## src/design/ean13_pkg.sv

```systemverilog
`default_nettype none

package ean13_pkg;

    localparam int DigitCount = 12;
    localparam int SumWidth   = 8;

    typedef logic [DigitCount-1:0][3:0] digit_vec_t;
    typedef logic [SumWidth-1:0]        wsum_t;

    // Chunk positions within one run
    typedef logic [3:0] chunk_idx_t;
    localparam chunk_idx_t IDX_START  = 4'd0;
    localparam chunk_idx_t IDX_LEFT_LAST = 4'd6;
    localparam chunk_idx_t IDX_CENTER = 4'd7;
    localparam chunk_idx_t IDX_CHECK  = 4'd13;
    localparam chunk_idx_t IDX_END    = 4'd14;

    // Module counts per chunk kind
    localparam logic [2:0] COUNT_NONE   = 3'd0;
    localparam logic [2:0] COUNT_GUARD  = 3'd3;
    localparam logic [2:0] COUNT_CENTER = 3'd5;
    localparam logic [2:0] COUNT_DIGIT  = 3'd7;

    // Guard patterns, low aligned
    localparam logic [6:0] PAT_GUARD  = 7'b0000101;
    localparam logic [6:0] PAT_CENTER = 7'b0001010;

    typedef struct packed {
        logic [6:0] modules;
        logic [2:0] module_count;
        logic       last;
    } chunk_t;

    function automatic logic [6:0] code_left_odd(input logic [3:0] d);
        logic [6:0] c;
        case (d)
            4'd0: c = 7'h0D;
            4'd1: c = 7'h19;
            4'd2: c = 7'h13;
            4'd3: c = 7'h3D;
            4'd4: c = 7'h23;
            4'd5: c = 7'h31;
            4'd6: c = 7'h2F;
            4'd7: c = 7'h3B;
            4'd8: c = 7'h37;
            4'd9: c = 7'h0B;
            default: c = 7'h00;
        endcase
        return c;
    endfunction

    function automatic logic [6:0] code_left_even(input logic [3:0] d);
        logic [6:0] c;
        case (d)
            4'd0: c = 7'h27;
            4'd1: c = 7'h33;
            4'd2: c = 7'h1B;
            4'd3: c = 7'h21;
            4'd4: c = 7'h1D;
            4'd5: c = 7'h39;
            4'd6: c = 7'h05;
            4'd7: c = 7'h11;
            4'd8: c = 7'h09;
            4'd9: c = 7'h17;
            default: c = 7'h00;
        endcase
        return c;
    endfunction

    function automatic logic [6:0] code_right(input logic [3:0] d);
        logic [6:0] c;
        case (d)
            4'd0: c = 7'h72;
            4'd1: c = 7'h66;
            4'd2: c = 7'h6C;
            4'd3: c = 7'h42;
            4'd4: c = 7'h5C;
            4'd5: c = 7'h4E;
            4'd6: c = 7'h50;
            4'd7: c = 7'h44;
            4'd8: c = 7'h48;
            4'd9: c = 7'h74;
            default: c = 7'h00;
        endcase
        return c;
    endfunction

    // Bit 5 is the first left digit; 1 selects the G code
    function automatic logic [5:0] lead_parity(input logic [3:0] d);
        logic [5:0] p;
        case (d)
            4'd0: p = 6'h00;
            4'd1: p = 6'h0B;
            4'd2: p = 6'h0D;
            4'd3: p = 6'h0E;
            4'd4: p = 6'h13;
            4'd5: p = 6'h19;
            4'd6: p = 6'h1C;
            4'd7: p = 6'h15;
            4'd8: p = 6'h16;
            4'd9: p = 6'h1A;
            default: p = 6'h00;
        endcase
        return p;
    endfunction

    // Check digit from the weighted sum: reciprocal multiply for mod 10
    function automatic logic [3:0] check_from_sum(input wsum_t s);
        logic [15:0] prod;
        logic [4:0]  quot;
        logic [7:0]  rem;
        logic [3:0]  chk;
        prod = 16'(s) * 16'd205;
        quot = prod[15:11];
        rem  = s - (8'(quot) * 8'd10);
        chk  = (rem == 8'd0) ? 4'd0 : 4'(8'd10 - rem);
        return chk;
    endfunction

endpackage

`default_nettype wire

```

## src/design/ean13_barcode_encoder_core.sv

```systemverilog
// The first chunk passes the input register, the sequencer and the result register on its
// way to the result ports; the fifteen chunks then follow one per cycle.
// One input can wait in the input register while the sequencer sends out the last one's chunks;
// a bad input gives a single error result and frees the sequencer with that result.
// busy rises only when the input register is full and the sequencer cannot take it.
// Reset clears all valid flags and the chunk counter; no result is given after reset.
`default_nettype none

module ean13_barcode_encoder_core (
    input  wire         clk,
    input  wire         rst_n,
    input  wire         start,
    output logic        busy,
    input  wire  [47:0] digits_bcd,
    output logic        result_valid,
    output logic [6:0]  modules,
    output logic [2:0]  module_count,
    output logic [3:0]  check_digit,
    output logic        bad_digit,
    output logic        last_chunk
);
    import ean13_pkg::*;

    // Input stage
    logic       in_valid_reg, in_valid_next;
    digit_vec_t in_digits_reg;
    wsum_t      in_sum_reg;
    logic       in_bad_reg;

    // Sequencer stage
    logic       work_valid_reg, work_valid_next;
    chunk_idx_t idx_reg, idx_next;
    digit_vec_t work_digits_reg;
    logic [3:0] work_chk_reg;
    logic       work_bad_reg;

    // Result register
    logic       result_valid_reg;
    logic [6:0] modules_reg;
    logic [2:0] module_count_reg;
    logic [3:0] check_digit_reg;
    logic       bad_digit_reg;
    logic       last_chunk_reg;

    wsum_t      csum;
    logic       cbad;
    chunk_t     chunk;
    logic       accept;
    logic       advance;
    logic       work_done;

    ean13_csum u_csum (
        .digits (digit_vec_t'(digits_bcd)),
        .wsum   (csum),
        .bad    (cbad)
    );

    ean13_chunk u_chunk (
        .idx    (idx_reg),
        .digits (work_digits_reg),
        .chk    (work_chk_reg),
        .bad    (work_bad_reg),
        .chunk  (chunk)
    );

    // Handshake and stage movement
    assign work_done = work_valid_reg && chunk.last;
    assign advance   = in_valid_reg && (!work_valid_reg || work_done);
    assign busy      = in_valid_reg && !advance;
    assign accept    = start && !busy;

    always_comb
    begin
        in_valid_next = accept || (in_valid_reg && !advance);
    end

    always_comb
    begin
        work_valid_next = work_valid_reg;
        idx_next        = idx_reg;
        if (advance)
        begin
            work_valid_next = 1'b1;
            idx_next        = IDX_START;
        end
        else if (work_done)
        begin
            work_valid_next = 1'b0;
        end
        else if (work_valid_reg)
        begin
            idx_next = 4'(idx_reg + 4'd1);
        end
    end

    // Control state
    always_ff @(posedge clk or negedge rst_n)
    begin
        if (!rst_n)
        begin
            in_valid_reg     <= 1'b0;
            work_valid_reg   <= 1'b0;
            idx_reg          <= IDX_START;
            result_valid_reg <= 1'b0;
        end
        else
        begin
            in_valid_reg     <= in_valid_next;
            work_valid_reg   <= work_valid_next;
            idx_reg          <= idx_next;
            result_valid_reg <= work_valid_reg;
        end
    end

    // Hold the accepted item with its weighted sum
    always_ff @(posedge clk)
    begin
        if (accept)
        begin
            in_digits_reg <= digit_vec_t'(digits_bcd);
            in_sum_reg    <= csum;
            in_bad_reg    <= cbad;
        end
    end

    // Load the sequencer and finish the check digit
    always_ff @(posedge clk)
    begin
        if (advance)
        begin
            work_digits_reg <= in_digits_reg;
            work_chk_reg    <= check_from_sum(in_sum_reg);
            work_bad_reg    <= in_bad_reg;
        end
    end

    // Register one chunk per cycle
    always_ff @(posedge clk)
    begin
        modules_reg      <= chunk.modules;
        module_count_reg <= chunk.module_count;
        check_digit_reg  <= work_bad_reg ? 4'd0 : work_chk_reg;
        bad_digit_reg    <= work_bad_reg;
        last_chunk_reg   <= chunk.last;
    end

    assign result_valid = result_valid_reg;
    assign modules      = modules_reg;
    assign module_count = module_count_reg;
    assign check_digit  = check_digit_reg;
    assign bad_digit    = bad_digit_reg;
    assign last_chunk   = last_chunk_reg;

endmodule

`default_nettype wire

```

## src/design/ean13_csum.sv

```systemverilog
`default_nettype none

module ean13_csum (
    input  wire ean13_pkg::digit_vec_t digits,
    output ean13_pkg::wsum_t           wsum,
    output logic                       bad
);
    import ean13_pkg::*;

    logic [5:0][5:0] pair_sum;
    logic [DigitCount-1:0] over;

    // Pair each weight-1 digit with the following weight-3 digit
    always_comb
    begin
        for (int k = 0; k < 6; k++)
        begin
            pair_sum[k] = 6'(digits[11 - 2*k])
                        + 6'({digits[10 - 2*k], 1'b0})
                        + 6'(digits[10 - 2*k]);
        end
    end

    // Flag any nibble above nine
    always_comb
    begin
        for (int k = 0; k < DigitCount; k++)
        begin
            over[k] = (digits[k] > 4'd9);
        end
    end

    assign bad  = |over;
    assign wsum = (wsum_t'(pair_sum[0]) + wsum_t'(pair_sum[1]))
                + (wsum_t'(pair_sum[2]) + wsum_t'(pair_sum[3]))
                + (wsum_t'(pair_sum[4]) + wsum_t'(pair_sum[5]));

endmodule

`default_nettype wire

```

## src/design/ean13_chunk.sv

```systemverilog
`default_nettype none

module ean13_chunk (
    input  wire ean13_pkg::chunk_idx_t idx,
    input  wire ean13_pkg::digit_vec_t digits,
    input  wire [3:0]                  chk,
    input  wire                        bad,
    output ean13_pkg::chunk_t          chunk
);
    import ean13_pkg::*;

    logic [3:0] pos;
    logic [3:0] digit;
    logic [5:0] parity;
    logic       use_g;

    // Select the digit for this chunk; right half skips the center guard
    assign pos    = (idx <= IDX_LEFT_LAST) ? idx : 4'(idx - 4'd1);
    assign digit  = digits[4'(4'd11 - pos)];
    assign parity = lead_parity(digits[DigitCount-1]);
    assign use_g  = parity[3'(4'd6 - idx)];

    always_comb
    begin
        chunk.modules      = 7'd0;
        chunk.module_count = COUNT_NONE;
        chunk.last         = 1'b0;
        if (bad)
        begin
            chunk.last = 1'b1;
        end
        else
        begin
            case (idx)
                IDX_START:
                begin
                    chunk.modules      = PAT_GUARD;
                    chunk.module_count = COUNT_GUARD;
                end
                IDX_CENTER:
                begin
                    chunk.modules      = PAT_CENTER;
                    chunk.module_count = COUNT_CENTER;
                end
                IDX_CHECK:
                begin
                    chunk.modules      = code_right(chk);
                    chunk.module_count = COUNT_DIGIT;
                end
                IDX_END:
                begin
                    chunk.modules      = PAT_GUARD;
                    chunk.module_count = COUNT_GUARD;
                    chunk.last         = 1'b1;
                end
                default:
                begin
                    chunk.module_count = COUNT_DIGIT;
                    if (idx < IDX_CENTER)
                    begin
                        chunk.modules = use_g ? code_left_even(digit) : code_left_odd(digit);
                    end
                    else
                    begin
                        chunk.modules = code_right(digit);
                    end
                end
            endcase
        end
    end

endmodule

`default_nettype wire

```

## config.mk

```make
export PLATFORM = sky130hd
export DESIGN_NAME = ean13_barcode_encoder_core
export DESIGN_NICKNAME = d
export VERILOG_FILES = /design/src/design/ean13_pkg.sv /design/src/design/ean13_barcode_encoder_core.sv /design/src/design/ean13_csum.sv /design/src/design/ean13_chunk.sv
export SDC_FILE = /design/constraint.sdc
export NUM_CORES = 1
export LEC_CHECK = 0
export BUFFER_PORTS_ARGS = -buffer_cell sky130_fd_sc_hd__buf_2
export CORE_MARGIN = 2
export CORE_UTILIZATION = 31
export DETAILED_ROUTE_END_ITERATION = 6
export GPL_ROUTABILITY_DRIVEN = 0
export PLACE_DENSITY_LB_ADDON = 0.08
export SETUP_SLACK_MARGIN = 0.5
export SYNTH_ARGS = -nofsm -noshare
export SYNTH_HDL_FRONTEND = slang
export SYNTH_SLANG_ARGS = --single-unit
```

## constraint.sdc

```tcl
create_clock -name clk -period 6.9 [get_ports clk]
set_input_delay 0 -clock clk [delete_from_list [all_inputs] [get_ports clk]]
set_output_delay 0 -clock clk [all_outputs]
set_load 0.02 [all_outputs]
```

==> reports/results.tsv <==
metric	value	unit
coreArea	0.0316	sq mm
path_clk_slew	70	ps
slowest_delay	530	ps
synth_cell_types	75	
crit_fanout	4	
fp.dieW	183	um
timing.final.crit_share	98.1	%
drcViolationCount	0	
clockBufferDepth	2	
io_buffer_count	68	
synth_commonest_cells	ha_1, edfxtp_1, inv_1	
firstDrtPassIters	6	
synth_edf_count	110	
cts.sinks	144	
synth_seq_cells	144	
grt_pass1_wl	37100	um
drt_wl_total	23100	um
root_buffer	clkbuf_16	
dr.first_iter.drc_count	324	
worst_pin_slew	915	ps
synthToLayoutAreaGrowth	23.4	%
grt_pass1_vias	6623	
netlist_top_cells_area	edfxtp_1, ha_1, fa_1, dfxtp_1, inv_1	
ys_warn_count	0	
crit_start	in_sum_reg[3]	
cp_top_family	adder cells	
synthCells	838	
chipHeight	183	um
vias	6498	
antenna_found_initial	0	
path_buf_inv	2	
synth_flop_cell	edfxtp_1	
slew_headroom	39.0	%
hpwlAfterDp	18000	um
nNetsFinal	1237	
finalHoldViolCount	0	
antenna_cells	0	
ant_nets	0	
std_cell_rows	65	
synth_top_area_cell	edfxtp_1	
cts_tree	built	
endpoint_kind	flip-flop	
timing.fmax	0.148	GHz
max_cap_viol_count	0	
ys_seq_area_share	40.3	%
fin_crit	6770	ps
avgSynthCellArea	11.9	sq um
r2r_start	in_sum_reg[3]	
async_reset_ff_share	4.86	%
rsz0062_at_grt	yes	
htreeDepth	4	
numCtsBuffers	17	
io_pins	69	
fin_skew	12.4	ps
crit_arrival	7110	ps
overflow	0	
synth_area	0.00997	sq mm
vias_per_cell	4.63	
start_util	31.5	%
final_max_slew_viol_count	0	
clk-insertion-delay-late	430	ps
setup_tns	0	ps
track_usage	14.6	%
synthMostInstantiatedCell	ha_1	
hp-class	in2reg	
layout-drive-gt1-share	19.4	%
slowest_stage	fa_1	
syn_nets	1086	
crit_required	7240	ps
min_from	start	
die_area	0.0336	sq mm
detail_route.wl_per_cell	16.5	um
status	complete, no violations	
setup-violations-final	0	
worst-setup-path-type	reg2reg	
netlist.area_leader.share	33.1	%
startpoint_type	flip-flop	
cp_common_cell	ha_1	
grt_start_max_net_pins	58	
-- placed cells by master (no fill, tap or decap), types with 7 or more instances in the layout --
master         netlist  final
mux2i_1             16     15
ha_4                 0      7
ha_1               133    122
clkbuf_16            0     17
dfxtp_1             27     27
nor3_1              13     12
xnor2_1             19     18
buf_2                4     68
fa_1                64     63
mux2_2               8      8
inv_1              101     99
o31ai_1              7      7
a21o_1              14     14
xor2_1              13     12
nor2_1              23     22
edfxtp_1           110    110
buf_4                2     28
nor2b_1             11     11
nand4_1             12     12
inv_8                0      7
dlygate4sd3_1        0     51
o22ai_1              8      8
dfrtp_1              7      7
and2_1              10      9
o21ai_0             29     28
a21oi_1             59     55
nand2_1             41     39
-- worst paths after layout --
path	slack (ps)	end	cells after the start
max	130	flip-flop	27
min	320	in_valid_reg	3
max reg2reg	130	flip-flop	27
min reg2reg	390	result_valid	0
max in group asynchronous	6120	idx_reg[0]	3
min in group asynchronous	530	result_valid	3
-- worst reg2reg max path: stages, from the launching register on --
cell	delay, ps
edfxtp_1	400
ha_1	360
fa_1	520
inv_1	60
fa_1	530
inv_1	40
ha_1	290
ha_1	340
a21oi_2	160
o21ai_2	90
a2111oi_4	300
nor2_1	90
a21o_1	180
xor2_1	150
ha_1	320
ha_4	180
fa_2	390
xnor2_2	140
ha_1	280
nor3b_2	150
or4_4	430
a211oi_4	310
nand3b_1	160
mux2i_4	200
nor2_4	80
ha_2	190
o31a_1	230
o22ai_1	120
-- what timing repair did --
action / in CTS / in global routing
gates resized for setup: 14 / 10
buffers inserted: 8 / 2
pin swaps: 20 / 21
endpoints found under the setup margin: 6 / 10
endpoints found under the hold margin: 56 / 0
gates cloned: 0 / 0
hold buffers: 51 / 0
-- per-layer routing --
layer | part of all wire [%] | GRT usage, % | up-vias
li1 | - | - | 3269
met1 | 50 | 20.8 | 3116
met2 | 47 | 23.0 | 93
met3 | 2.1 | 2.42 | 20
met4 | 1.1 | 3.52 | 0
met5 | 0 | 0 | -
-- metrics by stage --
stage / instance area (sq um) / cells / util, % / hold slack [ps] / worst slack [ps]
after floorplan: 10100 / 838 / - / -296 / -30.0
after global placement: 11000 / 1311 / 34.7 / -153 / 88.2
after detailed placement: 11000 / 1311 / 34.7 / -155 / -14.0
after CTS: 12200 / 1402 / 38.7 / 304 / 80.3
after global routing: 12300 / 1404 / 38.9 / 324 / -178
final: 12300 / 1404 / 38.9 / 324 / 129
-- kinds of logic (layout without fill, tap and decap cells) --
group | Yosys count | in the layout | share of synthesized area (%)
AOI/OAI and AO/OA | 167 | 167 | 11.2
xor gates and xnor gates | 32 | 32 | 2.81
adders and majority gates | 197 | 197 | 29.5
buffers and inverters | 120 | 284 | 4.88
DFF | 144 | 144 | 40.3
muxes | 25 | 25 | 2.73
and+or+nand+nor | 153 | 153 | 8.55
-- layout make-up --
cell class	instances	area (sq um)
fill	3045	19300
multi-input combinational	574	5690
sequential	144	4020
timing repair buffer	150	1090
tap	402	503
clock buffer	17	425
inverter	102	383
clock inverter	15	188
Power is left out: the tool's default activity adds up to more than one toggle a clock period on the data nets, which glitch-free logic cannot reach.
